$ cat config.mk
export PLATFORM = sky130hd
export DESIGN_NAME = tmtw_cfg
export DESIGN_NICKNAME = d
export VERILOG_FILES = /design/src/hw/rtl/tmtw_pkg.sv /design/src/hw/rtl/tmtw_cfg.sv
export SDC_FILE = /design/constraint.sdc
export NUM_CORES = 1
export LEC_CHECK = 0
export BUFFER_PORTS_ARGS = -buffer_cell sky130_fd_sc_hd__buf_2
export CAP_MARGIN = 15
export CORE_UTILIZATION = 32
export DETAILED_ROUTE_END_ITERATION = 16
export MAX_ROUTING_LAYER = met4
export PLACE_DENSITY = 0.84
export SYNTH_ARGS = -nofsm -noshare
export SYNTH_HDL_FRONTEND = slang
export SYNTH_SLANG_ARGS = --single-unit
$ cat constraint.sdc
create_clock -name clk_i -period 2 [get_ports clk_i]
set_clock_uncertainty 0.2 [all_clocks]
set_input_delay 0.1 -clock clk_i [delete_from_list [all_inputs] [get_ports clk_i]]
set_output_delay 0.1 -clock clk_i [all_outputs]
set_load 0.02 [all_outputs]
$ cat src/hw/rtl/tmtw_pkg.sv
// ----------------------------------------------------------------------------
// Text-mode terminal writer package
// Shared constants, codes and the command/status bundles between the
// controller and the datapath.
// ----------------------------------------------------------------------------
package tmtw_pkg;

  // Screen geometry
  localparam int unsigned COLUMNS    = 80;
  localparam int unsigned ROWS       = 25;
  localparam int unsigned TAB_WIDTH  = 8;
  localparam int unsigned CELL_COUNT = COLUMNS * ROWS;

  // Field widths
  localparam int unsigned KIND_W = 2;
  localparam int unsigned CHAR_W = 8;
  localparam int unsigned ATTR_W = 8;
  localparam int unsigned COL_W  = 7;
  localparam int unsigned ROW_W  = 5;
  localparam int unsigned LOC_W  = 11;
  localparam int unsigned CELL_W = 16;

  // Last cell moved up during a scroll
  localparam int unsigned SCROLL_LAST = (ROWS - 1) * COLUMNS - 1;

  // Character codes
  localparam logic [CHAR_W-1:0] CH_BS    = 8'h08;
  localparam logic [CHAR_W-1:0] CH_TAB   = 8'h09;
  localparam logic [CHAR_W-1:0] CH_LF    = 8'h0A;
  localparam logic [CHAR_W-1:0] CH_CR    = 8'h0D;
  localparam logic [CHAR_W-1:0] CH_SPACE = 8'h20;
  localparam logic [CHAR_W-1:0] CH_DEL   = 8'h7F;

  // Cell value after reset
  localparam logic [CELL_W-1:0] RESET_CELL = 16'h0F20;

  // Configuration port
  localparam int unsigned         APB_ADDR_W   = 3;
  localparam int unsigned         APB_DATA_W   = 32;
  localparam logic                REG_ATTR_IDX = 1'b0;
  localparam logic [ATTR_W-1:0]   ATTR_RESET   = 8'h0F;

  // Item kinds
  typedef enum logic [KIND_W-1:0] {
    KIND_PUT   = 2'd0,
    KIND_CLEAR = 2'd1,
    KIND_READ  = 2'd2,
    KIND_NONE  = 2'd3
  } kind_e;

  // Controller to datapath
  typedef struct packed {
    logic latch_in;   // capture item, clear per-item flags
    logic put;        // apply a character to cursor and screen
    logic home;       // cursor to top left
    logic rd_cell;    // read the addressed cell
    logic cap_cell;   // capture read data into the result
    logic scr_rd;     // read the cell one line below the counter
    logic scr_wr;     // write read data at the counter
    logic fill_wr;    // write a fill value at the counter
    logic fill_init;  // fill value is the reset cell
    logic cnt_zero;
    logic cnt_inc;
    logic load_out;   // load the output register
  } cmd_t;

  // Datapath to controller
  typedef struct packed {
    kind_e kind;
    logic  put_scroll;
    logic  cnt_scr_last;
    logic  cnt_last;
    logic  out_free;
  } sts_t;

endpackage

$ cat src/hw/rtl/tmtw_cfg.sv
// ----------------------------------------------------------------------------
// Text-mode terminal writer configuration registers
// APB slave holding the text attribute byte.
// ----------------------------------------------------------------------------
module tmtw_cfg (
  input  logic                           clk_i,
  input  logic                           rst_ni,
  input  logic                           psel,
  input  logic                           penable,
  input  logic                           pwrite,
  input  logic [tmtw_pkg::APB_ADDR_W-1:0] paddr,
  input  logic [tmtw_pkg::APB_DATA_W-1:0] pwdata,
  output logic [tmtw_pkg::APB_DATA_W-1:0] prdata,
  output logic                           pready,
  output logic [tmtw_pkg::ATTR_W-1:0]     attr_o
);
  import tmtw_pkg::*;

  logic [ATTR_W-1:0] attr_q, attr_d;
  logic              hit_attr;

  assign pready   = 1'b1;
  assign hit_attr = (paddr[2] == REG_ATTR_IDX);

  // Decode the write
  always_comb begin
    attr_d = attr_q;
    if (psel && penable && pwrite && hit_attr) begin
      attr_d = pwdata[ATTR_W-1:0];
    end
  end

  always_ff @(posedge clk_i or negedge rst_ni) begin
    if (!rst_ni) begin
      attr_q <= ATTR_RESET;
    end else begin
      attr_q <= attr_d;
    end
  end

  // Read back
  always_comb begin
    prdata = '0;
    if (hit_attr) begin
      prdata = {{(APB_DATA_W-ATTR_W){1'b0}}, attr_q};
    end
  end

  assign attr_o = attr_q;

endmodule

Yosys cells after proc, flatten, opt, wreduce, memory -nomap -nowiden
Cells that the tools add are included.
Cells by class
  reduce and logical (&&, ||, !) cells: 3
  multiplexer cells: 1
  bitwise gates (word level): 1
Operators with widths (number)
  two-way mux 8 bit: 1
  logical AND 1 bit: 3
  inverter 1 bit: 1
Storage, ports and cells
  input bits: 40
  output and inout bits: 41
  logic and storage cells: 6
  register bits after elaboration: 8

Longest topological paths before layout
Gate-level depths: netlist (run 1).
  depth after elaboration: 3
  depth in mapped cells: 2
  depth with buffers taken out: 2

Least setup slack after synthesis (run 1)
OpenSTA, ideal clock, no wires.
  kind: flip-flop to output port
  start point: register attr_q[0], in the netlist attr_o[0]
  end point: output prdata[0] (netlist name)
  stages on the path, launching flop included: 2
  slack: 916 ps
  path buffers: 0
  data required time: 1700 ps
  data arrival time: 784 ps
  cells stage by stage: dfstp_2 -> and2b_2
Between the ends
  cells in the longest elaborated chain, start to end: 1
RTL lines
  start: declaration: RTL line tmtw_cfg.sv:19  | logic [ATTR_W-1:0] attr_q, attr_d;
  start signal: assignment: RTL line tmtw_cfg.sv:37  | attr_q <= attr_d;
  two-way mux 8 bit: RTL line tmtw_cfg.sv:44  | if (hit_attr) begin
  end: declaration: RTL line tmtw_cfg.sv:13  | output logic [tmtw_pkg::APB_DATA_W-1:0] prdata,
No other way between the ends.

Worst setup path after layout (run 1)
  start point: register attr_q[2], in the netlist attr_o[2]
  end point: output prdata[2] (netlist name)
The elaborated chain is that of the path after synthesis.

==> reports/qor.txt, run 1 <==
Clock share of power -> 21.2%
Avg Cell Area, Syn -> 11.24 um2
P_int -> 0.3901 mW
Final hold slack -> 25.20 ps
Worst hold path type -> in -> async
Cells after synthesis -> 52
Final TNS setup -> 0 ps
Max FFs per register -> 8
Reg2reg path depth -> 1
LEAKAGE -> 0.4393 nW
Final period utilization -> 68.48%
Cts bufs inserted -> 3
Clock sinks -> 8
Xor and xnor area share after synthesis -> 0%
Total GRT Usage -> 10.83%
Min Tclk post-route -> 1370 ps
DR vias -> 432
First-pass GRT wire length -> 1462 um
Yosys reg bits -> 8
Most common cell after layout, fill and taps aside -> buf_2
VDD IR-drop max -> 0.2067 mV
Most frequent cells in the layout -> buf_2 (29), conb_1 (25), dlygate4sd3_1 (9)
Sw Share -> 38.10%
Drt initial violations -> 3
Vias in the first global route -> 364
DR WL/cell -> 8.419 um
Max Root-Sink Buffers -> 2
Area share of fa/ha/maj cells after synthesis -> 0%
Core Footprint -> 1727 um2
Crit Path Max Fanout -> 3
Yosys cell types -> 7
DIE HEIGHT -> 44.73 um
Worst Path Required -> 1700 ps
Unrepaired setup endpoints after global routing -> no
Layout Cells excl Fill -> 117
Initial core utilization -> 33.84%
Critical path, cell by cell -> and2b_2, buf_2
Critical path launch point type -> register
FP Rows -> 15
Synth Area in Simple Gates -> 16.06%
CP max stage cell -> dfstp_2
Max Cap Viol -> 0
Final nets -> 133
Max-slew violation count -> 0
Drt pass-1 iters -> 4
Post-synthesis compound-gate area fraction -> 0%
Dpl cell area -> 659.4 um2
Post-Synthesis Cell Area -> 584.3 um2
DRC Markers -> 0
YS warnings -> 0
Post-CTS setup buffers -> 0
Slack of the worst reg-to-reg path -> 1040 ps
Kind of cell adding the most delay to the critical path -> flip-flops
Die area -> 2001 um2
Antenna cells -> 0
# IOs -> 81
Comb power frac -> 41.8%
Mux share of post-synthesis cell area -> 15.42%
Hpwl dp -> 751.5 um
Initial antenna violation count -> 0
Final Setup Violations -> 0
Antenna Nets Post-Route -> 0
Root Driver -> clkbuf_4
Register share of total power -> 37.0%
Fmax -> 730.1 MHz
Final WL -> 985 um
IO buf count -> 29
Status -> complete, no violations
Sequential area share after synthesis -> 35.12%
Pwr per Cell Area -> 812.3 nW/um2
Worst-path clk slew -> 60 ps
Final Hold Fails -> 0
Critical R2R Capture -> attr_o[4]
Setup crit end kind -> primary output
Largest family of logic cells by synthesized area -> buffers and inverters
Placer Congestion -> 0.5701
Share of layout cells above drive strength 1 -> 57.61%
CTS tree -> done
# H-tree levels -> 1
Clk Latency, worst-skew pair -> 250 ps
Switching Power -> 0.2401 mW
DIE WIDTH -> 44.73 um
Max incr delay on CP -> 530 ps
Area Overhead vs Synth -> 32.76%
Final Cell Area -> 775.7 um2
Critical path data arrival time -> 1070 ps
Largest net degree at the start of global routing -> 10
CP bufs+invs -> 1
Dpl cells -> 104
Reg2reg start -> attr_o[4]
Classification of the worst setup path -> reg -> out
Grt ovf -> 0
Vias/cell -> 3.692
## cell type report
class,count,area (um2)
clock buffer,4,26.28
fill,179,950.9
multi-input combinational,42,277.8
sequential,8,205.2
tap,25,31.28
timing repair buffer,38,235.2
## Yosys cell counts
master	count	area, um2
mux2_2	8	90.09
buf_4	25	187.7
nand4b_4	1	23.77
dfrtp_1	4	100.1
dfstp_2	4	105.1
and2b_2	8	70.07
conb_1	2	7.510
## logic make-up after synthesis
group                  count (synthesis)
buffers and inverters                 25
AND/OR/NAND/NOR                        9
multiplexers                           8
flip-flops                             8
other                                  2
## per-layer routing
layer | vias up | part of all wire [%] | GRT usage (%)
met5 | - | 0 | -
met4 | 0 | 0 | 3.636
met3 | 0 | 11 | 4.800
met2 | 34 | 56 | 19.41
met1 | 202 | 33 | 10.28
li1 | 196 | - | -
## worst max-delay path by stage
| stage | from | endpoint | slack (ps) | cells after the start |
|---|---|---|---|---|
| after floorplan | attr_o[0] | prdata[0] | 920 | 1 |
| after global placement | paddr[2] | attr_o[6] | 840 | 3 |
| after detailed placement | paddr[2] | attr_o[4] | 830 | 3 |
| after CTS | attr_o[3] | prdata[3] | 620 | 2 |
| after global routing | attr_o[1] | prdata[1] | 590 | 2 |
| final | attr_o[2] | prdata[2] | 630 | 2 |
## per-stage QoR
stage,power [mW],utilization [%],worst slack (ps)
after global routing,0.6753,44.93,587.3
after global placement,0.4806,38.19,842.8
after floorplan,0.4448,-,915.6
after detailed placement,0.4878,38.19,831.5
after CTS,0.6393,44.93,624.6
final,0.6302,44.93,630.4
## repair_timing
item / 4_1_cts / 5_1_grt
hold buffers: 9 / 0
endpoints found under the setup margin: 0 / 0
hold endpoints to repair: 16 / 0
resized for setup: 0 / 0
## power groups by stage
stage / registers, mW / clock network, mW / logic, mW
CTS: 0.234 / 0.140 / 0.265
detailed placement: 0.236 / 0 / 0.252
floorplan: 0.281 / 0 / 0.164
global route: 0.240 / 0.153 / 0.282
global placement: 0.232 / 0 / 0.248
finish: 0.233 / 0.134 / 0.264
(Power assumes the default switching activity.)
==> run 2, diff against run 1 <==
--- a/config.mk
+++ b/config.mk
@@ -7,10 +7,11 @@
 export LEC_CHECK = 0
 export BUFFER_PORTS_ARGS = -buffer_cell sky130_fd_sc_hd__buf_2
 export CAP_MARGIN = 15
-export CORE_UTILIZATION = 32
+export CORE_ASPECT_RATIO = 1.5
+export CORE_UTILIZATION = 27
 export DETAILED_ROUTE_END_ITERATION = 16
 export MAX_ROUTING_LAYER = met4
-export PLACE_DENSITY = 0.84
+export PLACE_DENSITY = 0.75
 export SYNTH_ARGS = -nofsm -noshare
 export SYNTH_HDL_FRONTEND = slang
 export SYNTH_SLANG_ARGS = --single-unit
==> constraint.sdc (replaced) <==
create_clock -name clk_i -period 1.1 [get_ports clk_i]
set_clock_uncertainty 0.2 [all_clocks]
set_input_delay 0.055 -clock clk_i [delete_from_list [all_inputs] [get_ports clk_i]]
set_output_delay 0.055 -clock clk_i [all_outputs]
set_load 0.02 [all_outputs]
==> reports/qor.txt, run 2 (synthesis results as in run 1) <==
Status -> finished with violations
Failing checks -> hold timing, setup timing
Drt pass-1 iters -> 2
Share of layout cells above drive strength 1 -> 61.00%
Vias in the first global route -> 438
Comb power frac -> 53.4%
Setup WS post-layout -> -192.7 ps
Critical R2R Capture -> attr_o[7]
Final TNS setup -> -1832 ps
Placer Congestion -> 0.6325
Setup crit end kind -> primary output
Max-slew violation count -> 0
DIE WIDTH -> 39.99 um
Switching Power -> 0.4947 mW
Antenna cells -> 0
Final Setup Violations -> 16
CTS tree -> done
Fill cells -> 190
Critical path data arrival time -> 1040 ps
Reg2reg start -> attr_o[7]
Final hold slack -> -17.27 ps
Area Overhead vs Synth -> 64.67%
Cts bufs inserted -> 3
Hpwl dp -> 799.6 um
Vias/cell -> 3.754
Critical path, cell by cell -> and2b_2, buf_6
Total GRT Usage -> 11.20%
Final WL -> 1201 um
Clk Latency, worst-skew pair -> 240 ps
DIE HEIGHT -> 58.98 um
Max FFs per register -> 8
Antenna Nets Post-Route -> 0
Classification of the worst setup path -> reg -> out
Sw Share -> 34.44%
P_int -> 0.9418 mW
DR vias -> 458
Final Hold Fails -> 4
Final nets -> 141
Slack of the worst reg-to-reg path -> 10 ps
Reg2reg path depth -> 2
Root Driver -> clkbuf_4
Unrepaired setup endpoints after global routing -> yes
Dpl ws -> 10.67 ps
Initial core utilization -> 28.83%
Clock share of power -> 16.9%
# H-tree levels -> 1
Initial antenna violation count -> 0
Crit Path Max Fanout -> 3
Power Total -> 1.437 mW
Largest net degree at the start of global routing -> 9
Most frequent cells in the layout -> conb_1 (25), buf_6 (22), buf_2 (13)
FP Rows -> 20
Drt initial violations -> 1
Pwr per Cell Area -> 1493 nW/um2
Core Footprint -> 2027 um2
Worst-path clk slew -> 60 ps
Clock sinks -> 8
CP max stage cell -> dfstp_2
Min Tclk post-route -> 1293 ps
# IOs -> 81
Max incr delay on CP -> 540 ps
Sequential Area -> 205.2 um2
VDD IR-drop max -> 0.6411 mV
Most common cell after layout, fill and taps aside -> conb_1
Max Cap Viol -> 0
Worst Path Required -> 840 ps
LEAKAGE -> 0.5205 nW
DR WL/cell -> 9.844 um
Max Root-Sink Buffers -> 2
Grt ovf -> 0
Multi-input gate area -> 285.3 um2
Worst hold path type -> in -> async
Fmax -> 773.6 MHz
First-pass GRT wire length -> 1718 um
Register share of total power -> 29.7%
Final period utilization -> 117.5%
IO buf count -> 29
Critical path launch point type -> register
Die area -> 2358 um2
DRC Markers -> 0
## run 2: changes by cell type in the layout (fill, tap and decap cells not counted), sizes merged
cell  delta
buf      +8
## run 2: routing by layer
| metal | wire [um] | GRT usage [%] | up-vias |
|---|---|---|---|
| met2 | 700 | 20.05 | 34 |
| met5 | 0 | - | - |
| met1 | 405 | 10.29 | 212 |
| met3 | 91 | 2.256 | 2 |
| li1 | - | - | 210 |
| met4 | 4 | 5.911 | 0 |
## run 2: cell type report
cell class | instances | area share (%)
clock buffers | 4 | 2.731
repair buffers | 46 | 43.43
multi-input cells | 42 | 29.65
well taps | 22 | 2.861
flip-flops and latches | 8 | 21.33
## run 2: power by group through the flow
stage          logic, mW  clock network (mW)  registers [mW]
2_1_floorplan      0.298                   0           0.511
3_3_place_gp       0.459                   0           0.424
3_5_place_dp       0.462                   0           0.432
4_1_cts            0.724               0.254           0.415
5_1_grt            0.818               0.273           0.433
6_report           0.768               0.242           0.427
## run 2: timing repair
item	CTS	global route
hold buffers	9	0
buffers inserted	7	0
resized for setup	31	9
hold endpoints to repair	16	0
setup endpoints to repair	12	19
## run 2: worst max-delay path, delay by kind of cell (launching register included)
family	cells	cell delay, ps
simple gates	1	150
flops	1	540
buf+inv	1	110
## run 2: worst max-delay path by stage
stage                         start         to  slack (ps)  cells after the start
after floorplan           attr_o[0]  prdata[0]          60                      1
after global routing      attr_o[1]  prdata[1]        -230                      2
final                     attr_o[0]  prdata[0]        -190                      2
after CTS                 attr_o[1]  prdata[1]        -190                      2
after detailed placement   paddr[2]  attr_o[7]          10                      3
after global placement     paddr[2]  attr_o[7]          50                      3
## run 2: metrics by stage
step                utilization, %  hold slack (ps)  cells  area [um2]
finish                       47.47           -17.27    122       962.2
CTS                          45.86           -34.12    122       929.6
floorplan                        -           -440.6     75       670.6
global route                 47.47            11.66    122       962.2
global placement             32.72           -294.7    102       663.1
detailed placement           32.72           -290.1    102       663.1
==> run 3, diff against run 2 <==
--- a/config.mk
+++ b/config.mk
@@ -5,13 +5,13 @@
 export SDC_FILE = /design/constraint.sdc
 export NUM_CORES = 1
 export LEC_CHECK = 0
+export ABC_AREA = 1
 export BUFFER_PORTS_ARGS = -buffer_cell sky130_fd_sc_hd__buf_2
 export CAP_MARGIN = 15
-export CORE_ASPECT_RATIO = 1.5
-export CORE_UTILIZATION = 27
+export CORE_UTILIZATION = 33
 export DETAILED_ROUTE_END_ITERATION = 16
 export MAX_ROUTING_LAYER = met4
-export PLACE_DENSITY = 0.75
+export PLACE_DENSITY = 0.84
 export SYNTH_ARGS = -nofsm -noshare
 export SYNTH_HDL_FRONTEND = slang
 export SYNTH_SLANG_ARGS = --single-unit
==> constraint.sdc (replaced) <==
create_clock -name clk_i -period 1.7 [get_ports clk_i]
set_clock_uncertainty 0.2 [all_clocks]
set_input_delay 0.085 -clock clk_i [delete_from_list [all_inputs] [get_ports clk_i]]
set_output_delay 0.085 -clock clk_i [all_outputs]
set_load 0.02 [all_outputs]
==> reports/qor.txt, run 3 <==
Critical path data arrival time -> 1060 ps
Cell with the most instances after synthesis -> buf_4
Post-synthesis compound-gate area fraction -> 0%
Core Footprint -> 1727 um2
Final TNS setup -> 0 ps
Initial antenna violation count -> 0
Fmax -> 742.9 MHz
Max incr delay on CP -> 540 ps
Placer Congestion -> 0.7342
DR vias -> 509
Met1 WL -> 484 um
Share of the synthesized area in the top cell type -> 30.55%
Xor and xnor area share after synthesis -> 0%
FP Rows -> 15
Mux share of post-synthesis cell area -> 0%
Most frequent cells in the layout -> buf_2 (29), conb_1 (25), nand2_1 (17)
DRC Markers -> 0
Area Overhead vs Synth -> 30.96%
Avg Cell Area, Syn -> 7.584 um2
CP bufs+invs -> 2
Final nets -> 162
Area share of fa/ha/maj cells after synthesis -> 0%
DIE WIDTH -> 45.15 um
Critical path, cell by cell -> inv_1, nor2_1, buf_2
Switching Power -> 0.2863 mW
IO buf count -> 29
Reg2reg start -> attr_o[0]
First-pass GRT wire length -> 1587 um
Max-slew violation count -> 0
Clock sinks -> 8
Classification of the worst setup path -> reg -> out
Number of synthesized flops with an enable pin -> 0
Final Setup Violations -> 0
VDD IR-drop max -> 0.3856 mV
Max FFs per register -> 8
Final WL -> 1112 um
CP max stage cell -> dfstp_2
Unrepaired setup endpoints after global routing -> no
Antenna Nets Post-Route -> 0
Drt initial violations -> 16
Max Root-Sink Buffers -> 2
Yosys reg bits -> 8
Yosys cell types -> 12
Status -> complete, no violations
Synth Area in Simple Gates -> 26.88%
Layout Cells excl Fill -> 146
Vias/cell -> 3.486
WL met3 -> 109 um
DIE HEIGHT -> 45.15 um
DR WL/cell -> 7.616 um
Asr flop ratio synth -> 100.0%
Critical R2R Capture -> attr_o[0]
Total GRT Usage -> 11.72%
Clk Latency, worst-skew pair -> 240 ps
Drt pass-1 iters -> 4
Min Tclk post-route -> 1346 ps
Sequential area share after synthesis -> 33.40%
P_int -> 0.4192 mW
Largest net degree at the start of global routing -> 10
YS warnings -> 0
Share of layout cells above drive strength 1 -> 32.23%
Worst Path Required -> 1410 ps
Synth cell count leaders -> buf_4 (25), nand2_1 (17), inv_1 (9), nand3_1 (8), nor2_1 (8)
Pwr per Cell Area -> 876.9 nW/um2
Initial core utilization -> 35.58%
Max Cap Viol -> 0
Register share of total power -> 37.9%
Final Hold Fails -> 0
CP startpoint -> attr_o[0]
Synth area leaders -> buf_4 (31%), dfstp_2 (17%), dfrtp_1 (16%)
Most common cell after layout, fill and taps aside -> buf_2
Die area -> 2038 um2
Hpwl dp -> 871.7 um
Root Driver -> clkbuf_4
CTS tree -> done
WP depth -> 3
Worst setup path end -> prdata[0]
Worst hold path type -> in -> reg
Clock share of power -> 21.5%
Reg2reg path depth -> 2
Yosys top cell by area -> buf_4
Vias in the first global route -> 400
Worst-path clk slew -> 50 ps
LEAKAGE -> 0.5049 nW
Critical path launch point type -> register
Final Util -> 46.59%
Post-Synthesis Cell Area -> 614.3 um2
Final period utilization -> 79.18%
Comb power frac -> 40.6%
Cts bufs inserted -> 3
Post-synth top flop -> dfstp_2
Met2 Wirelength -> 515 um
Largest family of logic cells by synthesized area -> buffers and inverters
# IOs -> 81
Dpl cells -> 132
Sw Share -> 40.58%
Slack of the worst reg-to-reg path -> 790 ps
# H-tree levels -> 1
Setup crit end kind -> primary output
Antenna cells -> 0
Top sig layer -> met4
Kind of cell adding the most delay to the critical path -> flip-flops
Grt ovf -> 0
Cells after synthesis -> 81
Post-CTS setup buffers -> 0
Crit Path Max Fanout -> 3
run 3: cell count changes after synthesis, sizes merged:
| cell | previous run | this run |
|---|---|---|
| nand2 | 0 | 18 |
| inv | 0 | 10 |
| nor2 | 0 | 9 |
| and2b | 8 | 0 |
| mux2 | 8 | 0 |
| nand3 | 0 | 8 |
| buf | 25 | 26 |
| nand4b | 1 | 0 |
run 3: cells by family (layout without fill, tap and decap cells):
logic type / after synthesis / after routing
other: 2 / 25
buffers and inverters: 36 / 53
DFF: 8 / 8
and+or+nand+nor: 35 / 35
run 3: final cells by class:
class	instances	area (um2)
Timing Repair Buffer	39	245.2
Multi-Input combinational cell	60	259.0
Fill cell	178	922.1
Tap cell	25	31.28
Clock buffer	4	26.28
Inverter	10	37.54
Sequential cell	8	205.2
run 3: per-stage QoR:
stage          area (um2)  worst slack [ps]  total power, mW  hold WS (ps)
2_1_floorplan       700.7             505.4           0.4990        -410.6
3_3_place_gp        678.2             617.4           0.5370        -277.0
3_5_place_dp        678.2             614.9           0.5424        -275.6
4_1_cts             804.5             342.5           0.7127         4.910
5_1_grt             804.5             313.9           0.7499         38.05
6_report            804.5             354.0           0.7055         14.92
run 3: tightest hold or removal path, delay by kind of cell:
kind | cells | cell delay (ps)
buf+inv | 2 | 170
simple gates | 3 | 200
run 3: how the worst min path moves through the flow:
stage	from	to	slack, ps	cells past startpoint
2_1_floorplan	rst_ni	attr_o[4]	-410	0
3_3_place_gp	rst_ni	attr_o[4]	-280	1
3_5_place_dp	rst_ni	attr_o[5]	-280	1
4_1_cts	penable	attr_o[3]	5	5
5_1_grt	penable	attr_o[0]	40	5
6_report	penable	attr_o[0]	10	5
run 3: repair_timing:
| action | CTS | global route |
|---|---|---|
| resized for setup | 0 | 0 |
| hold endpoints to repair | 16 | 0 |
| hold buffers | 10 | 0 |
run 3: power by group through the flow:
stage	clock network (mW)	registers, mW	logic [mW]
floorplan	0	0.313	0.186
detailed placement	0	0.271	0.271
global placement	0	0.270	0.267
finish	0.151	0.268	0.287
CTS	0.155	0.269	0.289
global route	0.161	0.274	0.315
run 3: per-layer routing:
layer	vias up	global-route usage [%]
met3	2	2.400
met1	196	13.50
met2	42	17.68
li1	269	-
met5	-	-
met4	0	9.091
