===== src/hw/rtl/tmtw_pkg.sv =====
// ----------------------------------------------------------------------------
// Text-mode terminal writer package
// Shared constants, codes and the command/status bundles between the
// controller and the datapath.
// ----------------------------------------------------------------------------
package tmtw_pkg;

  // Screen geometry
  localparam int unsigned COLUMNS    = 80;
  localparam int unsigned ROWS       = 25;
  localparam int unsigned TAB_WIDTH  = 8;
  localparam int unsigned CELL_COUNT = COLUMNS * ROWS;

  // Field widths
  localparam int unsigned KIND_W = 2;
  localparam int unsigned CHAR_W = 8;
  localparam int unsigned ATTR_W = 8;
  localparam int unsigned COL_W  = 7;
  localparam int unsigned ROW_W  = 5;
  localparam int unsigned LOC_W  = 11;
  localparam int unsigned CELL_W = 16;

  // Last cell moved up during a scroll
  localparam int unsigned SCROLL_LAST = (ROWS - 1) * COLUMNS - 1;

  // Character codes
  localparam logic [CHAR_W-1:0] CH_BS    = 8'h08;
  localparam logic [CHAR_W-1:0] CH_TAB   = 8'h09;
  localparam logic [CHAR_W-1:0] CH_LF    = 8'h0A;
  localparam logic [CHAR_W-1:0] CH_CR    = 8'h0D;
  localparam logic [CHAR_W-1:0] CH_SPACE = 8'h20;
  localparam logic [CHAR_W-1:0] CH_DEL   = 8'h7F;

  // Cell value after reset
  localparam logic [CELL_W-1:0] RESET_CELL = 16'h0F20;

  // Configuration port
  localparam int unsigned         APB_ADDR_W   = 3;
  localparam int unsigned         APB_DATA_W   = 32;
  localparam logic                REG_ATTR_IDX = 1'b0;
  localparam logic [ATTR_W-1:0]   ATTR_RESET   = 8'h0F;

  // Item kinds
  typedef enum logic [KIND_W-1:0] {
    KIND_PUT   = 2'd0,
    KIND_CLEAR = 2'd1,
    KIND_READ  = 2'd2,
    KIND_NONE  = 2'd3
  } kind_e;

  // Controller to datapath
  typedef struct packed {
    logic latch_in;   // capture item, clear per-item flags
    logic put;        // apply a character to cursor and screen
    logic home;       // cursor to top left
    logic rd_cell;    // read the addressed cell
    logic cap_cell;   // capture read data into the result
    logic scr_rd;     // read the cell one line below the counter
    logic scr_wr;     // write read data at the counter
    logic fill_wr;    // write a fill value at the counter
    logic fill_init;  // fill value is the reset cell
    logic cnt_zero;
    logic cnt_inc;
    logic load_out;   // load the output register
  } cmd_t;

  // Datapath to controller
  typedef struct packed {
    kind_e kind;
    logic  put_scroll;
    logic  cnt_scr_last;
    logic  cnt_last;
    logic  out_free;
  } sts_t;

endpackage


===== src/hw/rtl/tmtw_ctrl.sv =====
// ----------------------------------------------------------------------------
// Text-mode terminal writer controller
// Sequences each item: execute, scroll sweep, fill sweep, cell read, result.
// ----------------------------------------------------------------------------
module tmtw_ctrl (
  input  logic           clk_i,
  input  logic           rst_ni,
  input  tmtw_pkg::sts_t sts_i,
  input  logic           in_valid_i,
  output logic           in_ready_o,
  output tmtw_pkg::cmd_t cmd_o
);
  import tmtw_pkg::*;

  typedef enum logic [7:0] {
    ST_INIT   = 8'b0000_0001,
    ST_IDLE   = 8'b0000_0010,
    ST_EXEC   = 8'b0000_0100,
    ST_CAP    = 8'b0000_1000,
    ST_SCR_RD = 8'b0001_0000,
    ST_SCR_WR = 8'b0010_0000,
    ST_FILL   = 8'b0100_0000,
    ST_DONE   = 8'b1000_0000
  } state_e;

  state_e state_q, state_d;

  // Next state and commands
  always_comb begin
    state_d    = state_q;
    cmd_o      = '0;
    in_ready_o = 1'b0;
    unique case (state_q)
      ST_INIT: begin
        cmd_o.fill_wr   = 1'b1;
        cmd_o.fill_init = 1'b1;
        cmd_o.cnt_inc   = 1'b1;
        if (sts_i.cnt_last) begin
          state_d = ST_IDLE;
        end
      end
      ST_IDLE: begin
        in_ready_o = 1'b1;
        if (in_valid_i) begin
          cmd_o.latch_in = 1'b1;
          state_d        = ST_EXEC;
        end
      end
      ST_EXEC: begin
        unique case (sts_i.kind)
          KIND_PUT: begin
            cmd_o.put = 1'b1;
            if (sts_i.put_scroll) begin
              cmd_o.cnt_zero = 1'b1;
              state_d        = ST_SCR_RD;
            end else begin
              state_d = ST_DONE;
            end
          end
          KIND_CLEAR: begin
            cmd_o.home     = 1'b1;
            cmd_o.cnt_zero = 1'b1;
            state_d        = ST_FILL;
          end
          KIND_READ: begin
            cmd_o.rd_cell = 1'b1;
            state_d       = ST_CAP;
          end
          default: begin
            state_d = ST_DONE;
          end
        endcase
      end
      ST_CAP: begin
        cmd_o.cap_cell = 1'b1;
        state_d        = ST_DONE;
      end
      ST_SCR_RD: begin
        cmd_o.scr_rd = 1'b1;
        state_d      = ST_SCR_WR;
      end
      ST_SCR_WR: begin
        cmd_o.scr_wr  = 1'b1;
        cmd_o.cnt_inc = 1'b1;
        state_d       = sts_i.cnt_scr_last ? ST_FILL : ST_SCR_RD;
      end
      ST_FILL: begin
        cmd_o.fill_wr = 1'b1;
        cmd_o.cnt_inc = 1'b1;
        if (sts_i.cnt_last) begin
          state_d = ST_DONE;
        end
      end
      ST_DONE: begin
        if (sts_i.out_free) begin
          cmd_o.load_out = 1'b1;
          state_d        = ST_IDLE;
        end
      end
      default: begin
        state_d = ST_IDLE;
      end
    endcase
  end

  always_ff @(posedge clk_i or negedge rst_ni) begin
    if (!rst_ni) begin
      state_q <= ST_INIT;
    end else begin
      state_q <= state_d;
    end
  end

  // Screen is never written while waiting for an item
  a_idle_no_write : assert property (@(posedge clk_i) disable iff (!rst_ni)
    (state_q == ST_IDLE) |-> !(cmd_o.put || cmd_o.scr_wr || cmd_o.fill_wr))
    else $error("screen write while idle");

  // A finished fill sweep leaves the sweep
  a_fill_exit : assert property (@(posedge clk_i) disable iff (!rst_ni)
    ((state_q == ST_FILL || state_q == ST_INIT) && sts_i.cnt_last)
      |=> (state_q == ST_DONE || state_q == ST_IDLE))
    else $error("fill sweep did not end");

  // Each accepted item starts executing next cycle
  a_accept_exec : assert property (@(posedge clk_i) disable iff (!rst_ni)
    (in_valid_i && in_ready_o) |=> (state_q == ST_EXEC))
    else $error("accepted item not executed");

endmodule


===== config.mk =====
export PLATFORM = sky130hd
export DESIGN_NAME = tmtw_ctrl
export DESIGN_NICKNAME = d
export VERILOG_FILES = /design/src/hw/rtl/tmtw_pkg.sv /design/src/hw/rtl/tmtw_ctrl.sv
export SDC_FILE = /design/constraint.sdc
export NUM_CORES = 1
export LEC_CHECK = 0
export BUFFER_PORTS_ARGS = -buffer_cell sky130_fd_sc_hd__buf_2
export CAP_MARGIN = 20
export CORE_AREA = 3 3 40 42
export CTS_CLUSTER_DIAMETER = 30
export CTS_CLUSTER_SIZE = 20
export DETAILED_ROUTE_END_ITERATION = 8
export DIE_AREA = 0 0 43 45
export PLACE_DENSITY = 0.72
export SLEW_MARGIN = 25
export SYNTH_ARGS = -nofsm -noshare
export SYNTH_HDL_FRONTEND = slang
export SYNTH_SLANG_ARGS = --single-unit

===== constraint.sdc =====
create_clock -name clk_i -period 3.25 [get_ports clk_i]
set_clock_uncertainty 0.2 [all_clocks]
set_input_delay 0 -clock clk_i [delete_from_list [all_inputs] [get_ports clk_i]]
set_output_delay 0 -clock clk_i [all_outputs]
set_load 0.05 [all_outputs]

== Word level (Yosys, flattened, before mapping) ==
Index checks and enable logic that the tools add are counted.

* Flip-flop bits (word level): 8
* Input bits: 9
* Output and inout bits: 13
* Word-level logic and storage cells: 45

* Eq/ne operators: 14
* Multiplexer cells: 26
* Reductions and logical operators: 4

{| class="wikitable"
|+ Operator list
! kind !! count
|-
| 8-bit case mux with 8 select lines || 1
|-
| 8-bit two-way mux || 5
|-
| 8-bit case mux with 3 select lines || 1
|-
| 1-bit two-way mux || 16
|-
| 8-bit by 1-bit == test with 1-bit output, second input constant || 1
|-
| 8-bit by 2-bit == test with 1-bit output, second input constant || 1
|-
| 8-bit by 3-bit == test with 1-bit output, second input constant || 1
|-
| 8-bit by 4-bit == test with 1-bit output, second input constant || 1
|-
| 8-bit by 5-bit == test with 1-bit output, second input constant || 1
|-
| 8-bit by 6-bit == test with 1-bit output, second input constant || 1
|-
| 8-bit by 7-bit == test with 1-bit output, second input constant || 1
|-
| 8-bit == test, second input constant || 1
|-
| 2-bit inequality test, second input constant || 4
|-
| 7-bit two-way mux || 1
|-
| 4-bit AND reduction || 1
|-
| 3-bit two-way mux || 1
|-
| 3-bit OR reduction || 1
|-
| 2-bit by 1-bit == test with 1-bit output, second input constant || 1
|-
| 2-bit == test, second input constant || 1
|-
| 2-bit zero test || 1
|-
| 1-bit case mux with 2 select lines || 1
|-
| 2-bit OR reduction || 1
|}

== Logic depth before layout (Yosys ltp) ==
Gate-level depths: netlist (run 1).

* Word-level depth: 3
* Mapped depth: 5
* Mapped depth without buffers: 4

== Worst setup path before layout (run 1) ==
No wires, ideal clock.

* Path kind: reg2out
* From: reg state_q[1]
* To: out cmd_o[8] in the netlist's numbering
* Data arrival time: 2.107 ns
* Setup slack: 0.943 ns
* Cell stages (with the launch flop): 4
* Buffers on the path: 0
* Path through: dfrtp_1 > nor4_4 > nand3_4 > nor3b_1

{| class="wikitable"
|+ RTL lines
! element !! RTL line !! text
|-
| start: declaration || tmtw_ctrl.sv:26 || <nowiki>state_e state_q, state_d;</nowiki>
|-
| start signal: assignment || tmtw_ctrl.sv:110 || <nowiki>state_q <= state_d;</nowiki>
|-
| end: declaration || tmtw_ctrl.sv:11 || <nowiki>output tmtw_pkg::cmd_t cmd_o</nowiki>
|}

== Worst setup path in the final report (run 1) ==
* From: reg state_q[1]
* To: reg state_q[1]

* Word-level cells in the longest chain between the ends: 3
* Elaborated cells on any way between the ends: 14

{| class="wikitable"
|+ Ends and longest elaborated chain
! element !! RTL line !! text
|-
| 8-bit by 2-bit == test with 1-bit output (tied with other cells) || tmtw_ctrl.sv:33 || <nowiki>unique case (state_q)</nowiki>
|-
| 2-bit inequality test (no source line) || -- ||
|-
| 4-bit AND reduction (no source line) || -- ||
|}

Several ways; a longest one is shown, not always the timed one.
A chain may end at the register's enable or synchronous reset.

==> results.md, run 1 <==
Setup path:
- In this run the critical register-to-register path is launched from state_q[1].
- The reg-to-reg setup timing slack is 1.03 ns.
- Data on the critical path arrives at its endpoint at 2.16 ns.
- The worst setup path is captured at a register.
- In this run the worst path has a maximum fanout of 5.
- STA puts the critical path data required time at 3.19 ns.
- The critical path is of the register to register type.
- The nature of the critical path startpoint is a register.
- The worst flop-to-flop path endpoint is state_q[1].
- The count of cells along the worst register-to-register path is 5.

Clock network:
- The number of clock sinks is 8.
- The clock input transition at the sequential cells of the worst setup and hold paths is 0.06 ns.
- No sink is reached through more buffers than the 2 on the longest clock path.
- The total setup buffers inserted after CTS is 0.
- The latest clock arrival within the worst-skew pair is 0.26 ns.
- The number of cells upsized or downsized after cts is 0.
- The total number of H-tree levels is 1.
- Clock tree synthesis inserted a total of 3 buffers.
- The clock root buffer is sky130_fd_sc_hd__clkbuf_4.
- In this run, post-CTS hold repair placed 10 buffers.
- TritonCTS built the clock tree.

Power:
- The worst-case IR drop observed on VDD is 0.4472 mV.
- The net switching power of the design is 236.1 uW.
- In this run the static leakage power is 0.0004219 uW.
- The portion of total power attributed to sequential cells is 28.7%.
- The clock network fraction of design power is 17.0%.
- The internal portion of the total power is 271.2 uW.
- Overall power consumption after layout is estimated at 507.3 uW.
- Combinational logic burns 54.3% of the power.
- Power spread over the standard cell area amounts to 618.0 nW/um2.
- The switching share of total power is 46.55%.

Synthesis:
- In the post-synthesis netlist, the biggest area contributors are sky130_fd_sc_hd__dfrtp_1 (30%), sky130_fd_sc_hd__nor4_4 (7.4%), sky130_fd_sc_hd__nor2_1 (5.9%).
- The total of flip-flops plus latches after synthesis is 8.
- The top cell type by area accounts for 30.43% of the synthesized area.
- The commonest cells after synthesis are sky130_fd_sc_hd__nor2_1 (9), sky130_fd_sc_hd__dfrtp_1 (7), sky130_fd_sc_hd__inv_1 (4), sky130_fd_sc_hd__nor2b_1 (4), sky130_fd_sc_hd__nor3b_1 (4).
- The flip-flop cell with the highest count after synthesis is sky130_fd_sc_hd__dfrtp_1.
- The synthesized area is 575.6 um2.
- The async set-reset flop share out of synthesis is 100.0%.
- The gate count of the mapped netlist is 58.
- The netlist uses 30 different library cells.
- The register area share after synthesis is 35.00%.
- The total number of yosys warnings is 0.
- sky130_fd_sc_hd__nor2_1 is the most common cell in the netlist.
- The leading area contributor after synthesis is sky130_fd_sc_hd__dfrtp_1.
- The number of synthesized flops with an enable pin is 0.
- Counting every net in the synthesized netlist gives 67.
- Each instance of the synthesized netlist takes up on average 9.923 um2.

Timing:
- The worst path in the final design needs a cycle of 2.221 ns, including I/O delays and setup.
- Setup repair after global routing left no endpoint under its margin.
- Based on the critical path, the design can be clocked at up to 0.4503 GHz.
- Setup total negative slack on the finished layout was measured at 0 ns.
- The final count of hold timing violations was 0.
- In the finished design, the share of the clock period the worst path needs comes to 68.34%.
- After layout, the worst setup slack is 1.029 ns.
- The max-slew violation count is 0.
- Setup violations remaining at the end of the flow were counted as 0.
- The tightest slew margin relative to the limit is 75.61%.
- The transition time at the pin with the least slew margin is 0.3631 ns.

Global route:
- The number of global-route vias before repair is 511.
- The remaining global-route overflow is 0.
- Entering global routing, the biggest net connects 9 pins.
- Global routing used 16.32% of the available tracks.
- The first global-routing pass estimated 2.256 mm of wire.
- The initial antenna violation count is 0.

Run:
- Across the run, the number of max-cap violations was 0.

Finish:
- The final layout net count is 102.
- From synthesis to final layout, the design area changed by 42.61%.
- The register bank with the most flops is state_q.
- The largest registers in the layout are state_q x8.
- The post-route standard cell area excluding fillers is 820.8 um2.
- The post-layout instance count excluding filler cells is 107.
- The number of inserted diodes is 0.
- The number of flip-flops under the largest register name is 8.
- The post-route netlist has 33.70% of its cells at a drive strength greater than 1.

Die:
- The area of the die is 1935 um2.
- In this run the count of I/O pins placed on the die edge is 22.
- After floorplanning, the core was divided into 13 placement rows.
- The total area inside the core boundary comes to 1285 um2.
- The initial standard-cell utilization of the core is 44.79%.
- From bottom edge to top edge, the die measures 45 um.
- The die width is 43 um.

Route:
- After detailed routing, the average wire length per cell comes to 13.42 um.
- After detailed routing, the number of remaining DRC violations is 0.
- In the routed layout, each cell is associated on average with a via count of 5.364.
- The first routing iteration left 20 violations.
- The total detailed-routing wirelength is 1.436 mm.
- The detail route stage leaves a number of antenna-violating nets equal to 0.
- The iteration count of the initial detailed-routing pass is 4.
- The via count is 574.

Placed design:
- The worst slack at placement is 1.558 ns.
- The cell total after placement is 93.
- The final weighted congestion in routability-driven placement is 0.8272.
- Once placement finished, the instance area stood at 694.4 um2.
- Buffers placed on the I/O ports in this run total 21.
- The HPWL after detailed placement is 1.000 mm.

Hold path:
- The path class of the tightest hold or removal check is input pin to async pin.

Run status:
- The run finished with clean final reports.
power by group through the flow:
stage               sequential, uW  combinational, uW  clock, uW
detailed placement             147                250          0
CTS                            145                275       88.8
global route                   148                296       94.9
global placement               146                250          0
floorplan                      139                207          0
finish                         146                275       86.1
critical path, cell delays in order (launching register included):
cell                            delay (ns)
sky130_fd_sc_hd__dfrtp_1              0.44
sky130_fd_sc_hd__nor4_4               0.41
sky130_fd_sc_hd__nor2b_1              0.22
sky130_fd_sc_hd__o311a_1              0.19
sky130_fd_sc_hd__o32ai_1              0.08
sky130_fd_sc_hd__dlygate4sd3_1        0.56
through the flow:
step | hold WS (ns) | utilization, %
after floorplan | -0.4956 | -
after global placement | -0.3389 | 54.04
after detailed placement | -0.3477 | 54.04
after CTS | 0.01275 | 63.88
after global routing | 0.02761 | 63.88
final | 0.01400 | 63.88
logic make-up (layout without fill, tap and decap cells):
kind of cell | count (synthesis) | in the layout | share of synthesized area [%]
AND/OR/NAND/NOR | 33 | 33 | 43.70
multiplexers | 1 | 1 | 1.956
AO/OA/AOI/OAI | 9 | 9 | 12.83
buffers and inverters | 5 | 39 | 3.477
XOR/XNOR | 2 | 2 | 3.044
flip-flops | 8 | 8 | 35.00
layout make-up:
type	count	area, um2
fillers	109	464.2
multi-input cells	45	354.1
repair buffers	31	205.2
flip-flops and latches	8	201.4
inverters	4	15.01
well taps	15	18.77
clock buffers	4	26.28
worst max-delay path by stage:
stage / cells after the start / to / slack (ns) / start
floorplan: 3 / cmd_o[8] / 0.94 / state_q[1]
global route: 5 / state_q[1] / 0.93 / state_q[1]
finish: 5 / state_q[1] / 1.03 / state_q[1]
CTS: 5 / state_q[1] / 1.03 / state_q[1]
global placement: 5 / cmd_o[11] / 1.53 / state_q[6]
detailed placement: 5 / cmd_o[11] / 1.56 / state_q[6]
layer usage:
layer | share of wire, % | wire length, um | track usage, % | up-vias
li1 | - | - | - | 284
met1 | 43 | 611 | 18.11 | 263
met2 | 50 | 720 | 29.04 | 25
met3 | 6.1 | 88 | 3.586 | 2
met4 | 1.0 | 15 | 9.036 | 0
met5 | 0 | 0 | 0 | -
cells in the final DEF (no fill, tap or decap):
cell type,count
sky130_fd_sc_hd__and4b_1,1
sky130_fd_sc_hd__o21bai_1,1
sky130_fd_sc_hd__and2_1,2
sky130_fd_sc_hd__nor4_4,2
sky130_fd_sc_hd__dfrtp_1,7
sky130_fd_sc_hd__a221o_1,1
sky130_fd_sc_hd__nand4_1,1
sky130_fd_sc_hd__a211oi_1,1
sky130_fd_sc_hd__o32ai_1,1
sky130_fd_sc_hd__xor2_1,1
sky130_fd_sc_hd__buf_2,21
sky130_fd_sc_hd__nor3_2,1
sky130_fd_sc_hd__and3_1,1
sky130_fd_sc_hd__clkbuf_4,3
sky130_fd_sc_hd__o211ai_1,1
sky130_fd_sc_hd__o21ai_0,1
sky130_fd_sc_hd__clkbuf_1,1
sky130_fd_sc_hd__o311a_1,1
sky130_fd_sc_hd__nor2b_1,4
sky130_fd_sc_hd__nor3b_4,1
sky130_fd_sc_hd__nand2_1,2
sky130_fd_sc_hd__nor3_1,1
sky130_fd_sc_hd__inv_1,4
sky130_fd_sc_hd__nand3_4,1
sky130_fd_sc_hd__nor3b_1,4
sky130_fd_sc_hd__o221ai_1,1
sky130_fd_sc_hd__xnor2_1,1
sky130_fd_sc_hd__dfstp_2,1
sky130_fd_sc_hd__nor2_1,9
sky130_fd_sc_hd__nand4b_1,3
sky130_fd_sc_hd__dlygate4sd3_1,10
sky130_fd_sc_hd__o2bb2ai_1,1
sky130_fd_sc_hd__mux2_2,1
Note: power is estimated with default switching activity, not from simulation.
==> run 2: changes to the inputs <==
--- a/config.mk
+++ b/config.mk
@@ -7,12 +7,12 @@
 export LEC_CHECK = 0
 export BUFFER_PORTS_ARGS = -buffer_cell sky130_fd_sc_hd__buf_2
 export CAP_MARGIN = 20
-export CORE_AREA = 3 3 40 42
+export CORE_MARGIN = 3
+export CORE_UTILIZATION = 41
 export CTS_CLUSTER_DIAMETER = 30
 export CTS_CLUSTER_SIZE = 20
 export DETAILED_ROUTE_END_ITERATION = 8
-export DIE_AREA = 0 0 43 45
-export PLACE_DENSITY = 0.72
+export PLACE_DENSITY = 0.71
 export SLEW_MARGIN = 25
 export SYNTH_ARGS = -nofsm -noshare
 export SYNTH_HDL_FRONTEND = slang
==> constraint.sdc (replaced) <==
create_clock -name clk_i -period 1.85 [get_ports clk_i]
set_clock_uncertainty 0.2 [all_clocks]
set_input_delay 0 -clock clk_i [delete_from_list [all_inputs] [get_ports clk_i]]
set_output_delay 0 -clock clk_i [all_outputs]
set_load 0.05 [all_outputs]
==> results.md, run 2 (synthesis results as in run 1) <==
Clock network:
- The latest clock arrival within the worst-skew pair is 0.26 ns.
- The number of clock sinks is 8.
- In this run the clock root is driven by a sky130_fd_sc_hd__clkbuf_4.
- CTS built an H-tree with a depth of 1.
- TritonCTS built the clock tree.
- Counting the buffers created by CTS gives 3.
- In this run the deepest clock path goes through 2 buffers.
- Clock-pin slew was measured on the worst setup and hold paths at 0.06 ns.

Die:
- The die covers 1889 um2.
- The core area is 1201 um2.
- The number of cell rows is 12.
- Once the floorplan was initialized, standard cells occupied 47.92% of the core.
- In this run the count of I/O pins placed on the die edge is 22.
- The die is 43.47 um tall.
- The die width is 43.47 um.

Setup path:
- STA puts the critical path data required time at 1.65 ns.
- The critical path goes through nor4_4 -> buf_4 -> nand3_4 -> nor3b_4 -> buf_6.
- The worst setup path is captured at a primary output.
- The cell with the largest stage delay on the worst path is sky130_fd_sc_hd__dfrtp_1.
- The reg-to-reg setup timing slack is 0.06 ns.
- The sum of buffers and inverters on the critical path is 2.
- The worst flop-to-flop path endpoint is state_q[1].
- Data on the critical path arrives at its endpoint at 1.71 ns.
- Counting cells, the worst reg-to-reg path comes to 5.
- The cell family contributing the most delay on the critical path is simple AND/OR/NAND/NOR gates.
- In this design, the stage delay of the slowest critical-path cell is 0.42 ns.
- The category of the critical setup timing path is register to primary output.
- The worst setup path is launched from a register.
- The reg-to-reg critical path startpoint is state_q[7].
- In this run the worst path has a maximum fanout of 5.

Run status:
- The checks that failed: negative setup slack.
- The flow ran to the end, but the final reports show violations.

Global route:
- The met3 global-route usage is 5.394%.
- The global-route usage over all layers is 20.80%.
- The first-pass GRT wire length is 2.932 mm.
- After global routing the overflow that remains totals 0.
- The number of global-route vias before repair is 643.
- The initial antenna violation count is 0.
- Entering global routing, the biggest net connects 8 pins.
- For met2 alone, demand over resource in global routing was 34.81%.
- The most used routing layer is met2.
- The met1 layer usage reported by global route is 23.17%.

Timing:
- The top achievable clock speed is 0.5227 GHz.
- The final period demand of the worst path is 1.913 ns.
- Setup slack on the critical path of the routed design comes to -0.06323 ns.
- Headroom to the max-slew limit came out at 77.63%.
- At the pin with the least slew margin, the transition time is 0.3349 ns.
- The max-slew violation count is 0.
- Setup violations remaining at the end of the flow were counted as 4.
- The final count of hold timing violations was 0.
- Setup repair after global routing could not meet its margin everywhere.
- The portion of the clock cycle consumed by the worst path in the final layout is 103.4%.

Route:
- The iteration count of the initial detailed-routing pass is 4.
- The DRC violation count after routing is 0.
- The via count is 690.
- After detailed routing, the total wire length is 1.999 mm.
- In the final routed layout, each cell accounts on average for 17.38 um.
- The via count normalized by instance count is 6.000.
- The detailed router finished its first iteration with 12 violations.
- The residual antenna-violating net count after detailed routing is 0.

Finish:
- The synthesis-to-layout area growth is 68.70%.
- The library cells used most frequently in the layout, excluding fill and tap cells, are sky130_fd_sc_hd__buf_4 (12), sky130_fd_sc_hd__buf_2 (11), sky130_fd_sc_hd__dlygate4sd3_1 (9).
- Cells with a size suffix above 1 make up 51.49% of the layout.
- The number of inserted diodes is 0.
- The largest registers in the layout are state_q x8.
- The register with the most flip-flops in the layout has 8 of them.
- More flip-flops sit in one register than any other, and that register is state_q.
- The utilization after layout is 80.83%.
- The final layout net count is 111.
- The fill cell instance count of the final layout is 71.
- Leaving out fill and tap cells, the most frequent cell in the layout is sky130_fd_sc_hd__buf_4.

Power:
- The leakage component of the power is 0.0004662 uW.
- The power per cell area is 1091 nW/um2.
- The highest ir drop seen on vdd is 0.8269 mV.

Placed design:
- The worst slack at placement is 0.1192 ns.
- The HPWL after detailed placement is 1.041 mm.
- During placement, the flow inserted port buffers numbering 21.
- The final weighted congestion in routability-driven placement is 0.7690.

Run:
- The tool flagged a number of max-cap violations equal to 0.

Hold path:
- The type of the most critical hold path is input pin to async pin.
==> run 2: cell count changes in the layout (fill, tap and decap cells not counted), moves of 4 or more <==
cell and delta:
sky130_fd_sc_hd__dfrtp_2 +4, sky130_fd_sc_hd__dfrtp_1 -4, sky130_fd_sc_hd__buf_2 -10, sky130_fd_sc_hd__buf_6 +6, sky130_fd_sc_hd__buf_4 +12
==> run 2: power by group <==
group          switching [uW]  internal (uW)  leakage, uW  total [uW]
combinational             381            279     0.000354         660
sequential               45.0            207    0.0000976         252
clock                    64.4           82.8    0.0000150         147
total                     490            569     0.000466        1060
==> run 2: final cells by class <==
type / instances / area, um2 / area share [%]
clock buffer: 4 / 26.28 / 2.706
inverter: 4 / 15.01 / 1.546
multi-input combinational: 45 / 380.4 / 39.18
sequential: 8 / 206.4 / 21.26
tap: 14 / 17.52 / 1.804
timing repair buffer: 40 / 325.3 / 33.51
==> run 2: worst max path at each step <==
stage / start / end / slack [ns] / depth (start not counted)
2_1_floorplan: state_q[1] / state_q[6] / -0.05 / 4
3_3_place_gp: state_q[1] / cmd_o[9] / 0.13 / 4
3_5_place_dp: state_q[1] / cmd_o[9] / 0.12 / 4
4_1_cts: state_q[1] / cmd_o[9] / -0.07 / 4
5_1_grt: state_q[7] / cmd_o[11] / -0.17 / 5
6_report: state_q[1] / cmd_o[9] / -0.06 / 5
==> run 2: what timing repair did <==
action | 4_1_cts | 5_1_grt
endpoints found under the hold margin | 15 | 0
hold buffers | 9 | 0
pin swaps | 6 | 7
setup endpoints to repair | 9 | 14
gates resized for setup | 12 | 16
setup buffers | 3 | 6
==> run 2: metrics by stage <==
step                      area, um2  hold WS, ns  power (uW)  cells   TNS, ns
final                         970.9      0.03490        1059    115   -0.1455
after CTS                     897.1      0.01174       957.1    109   -0.1102
after floorplan               598.1      -0.4956       623.6     58  -0.05464
after global routing          970.9      0.05206        1122    115    -1.232
after global placement        723.2      -0.3500       715.6     93         0
after detailed placement      723.2      -0.3521       720.2     93         0
==> run 2: routing by layer <==
layer	wire length, um	vias up
li1	-	303
met1	784	330
met2	960	45
met3	164	12
met4	89	0
met5	0	-
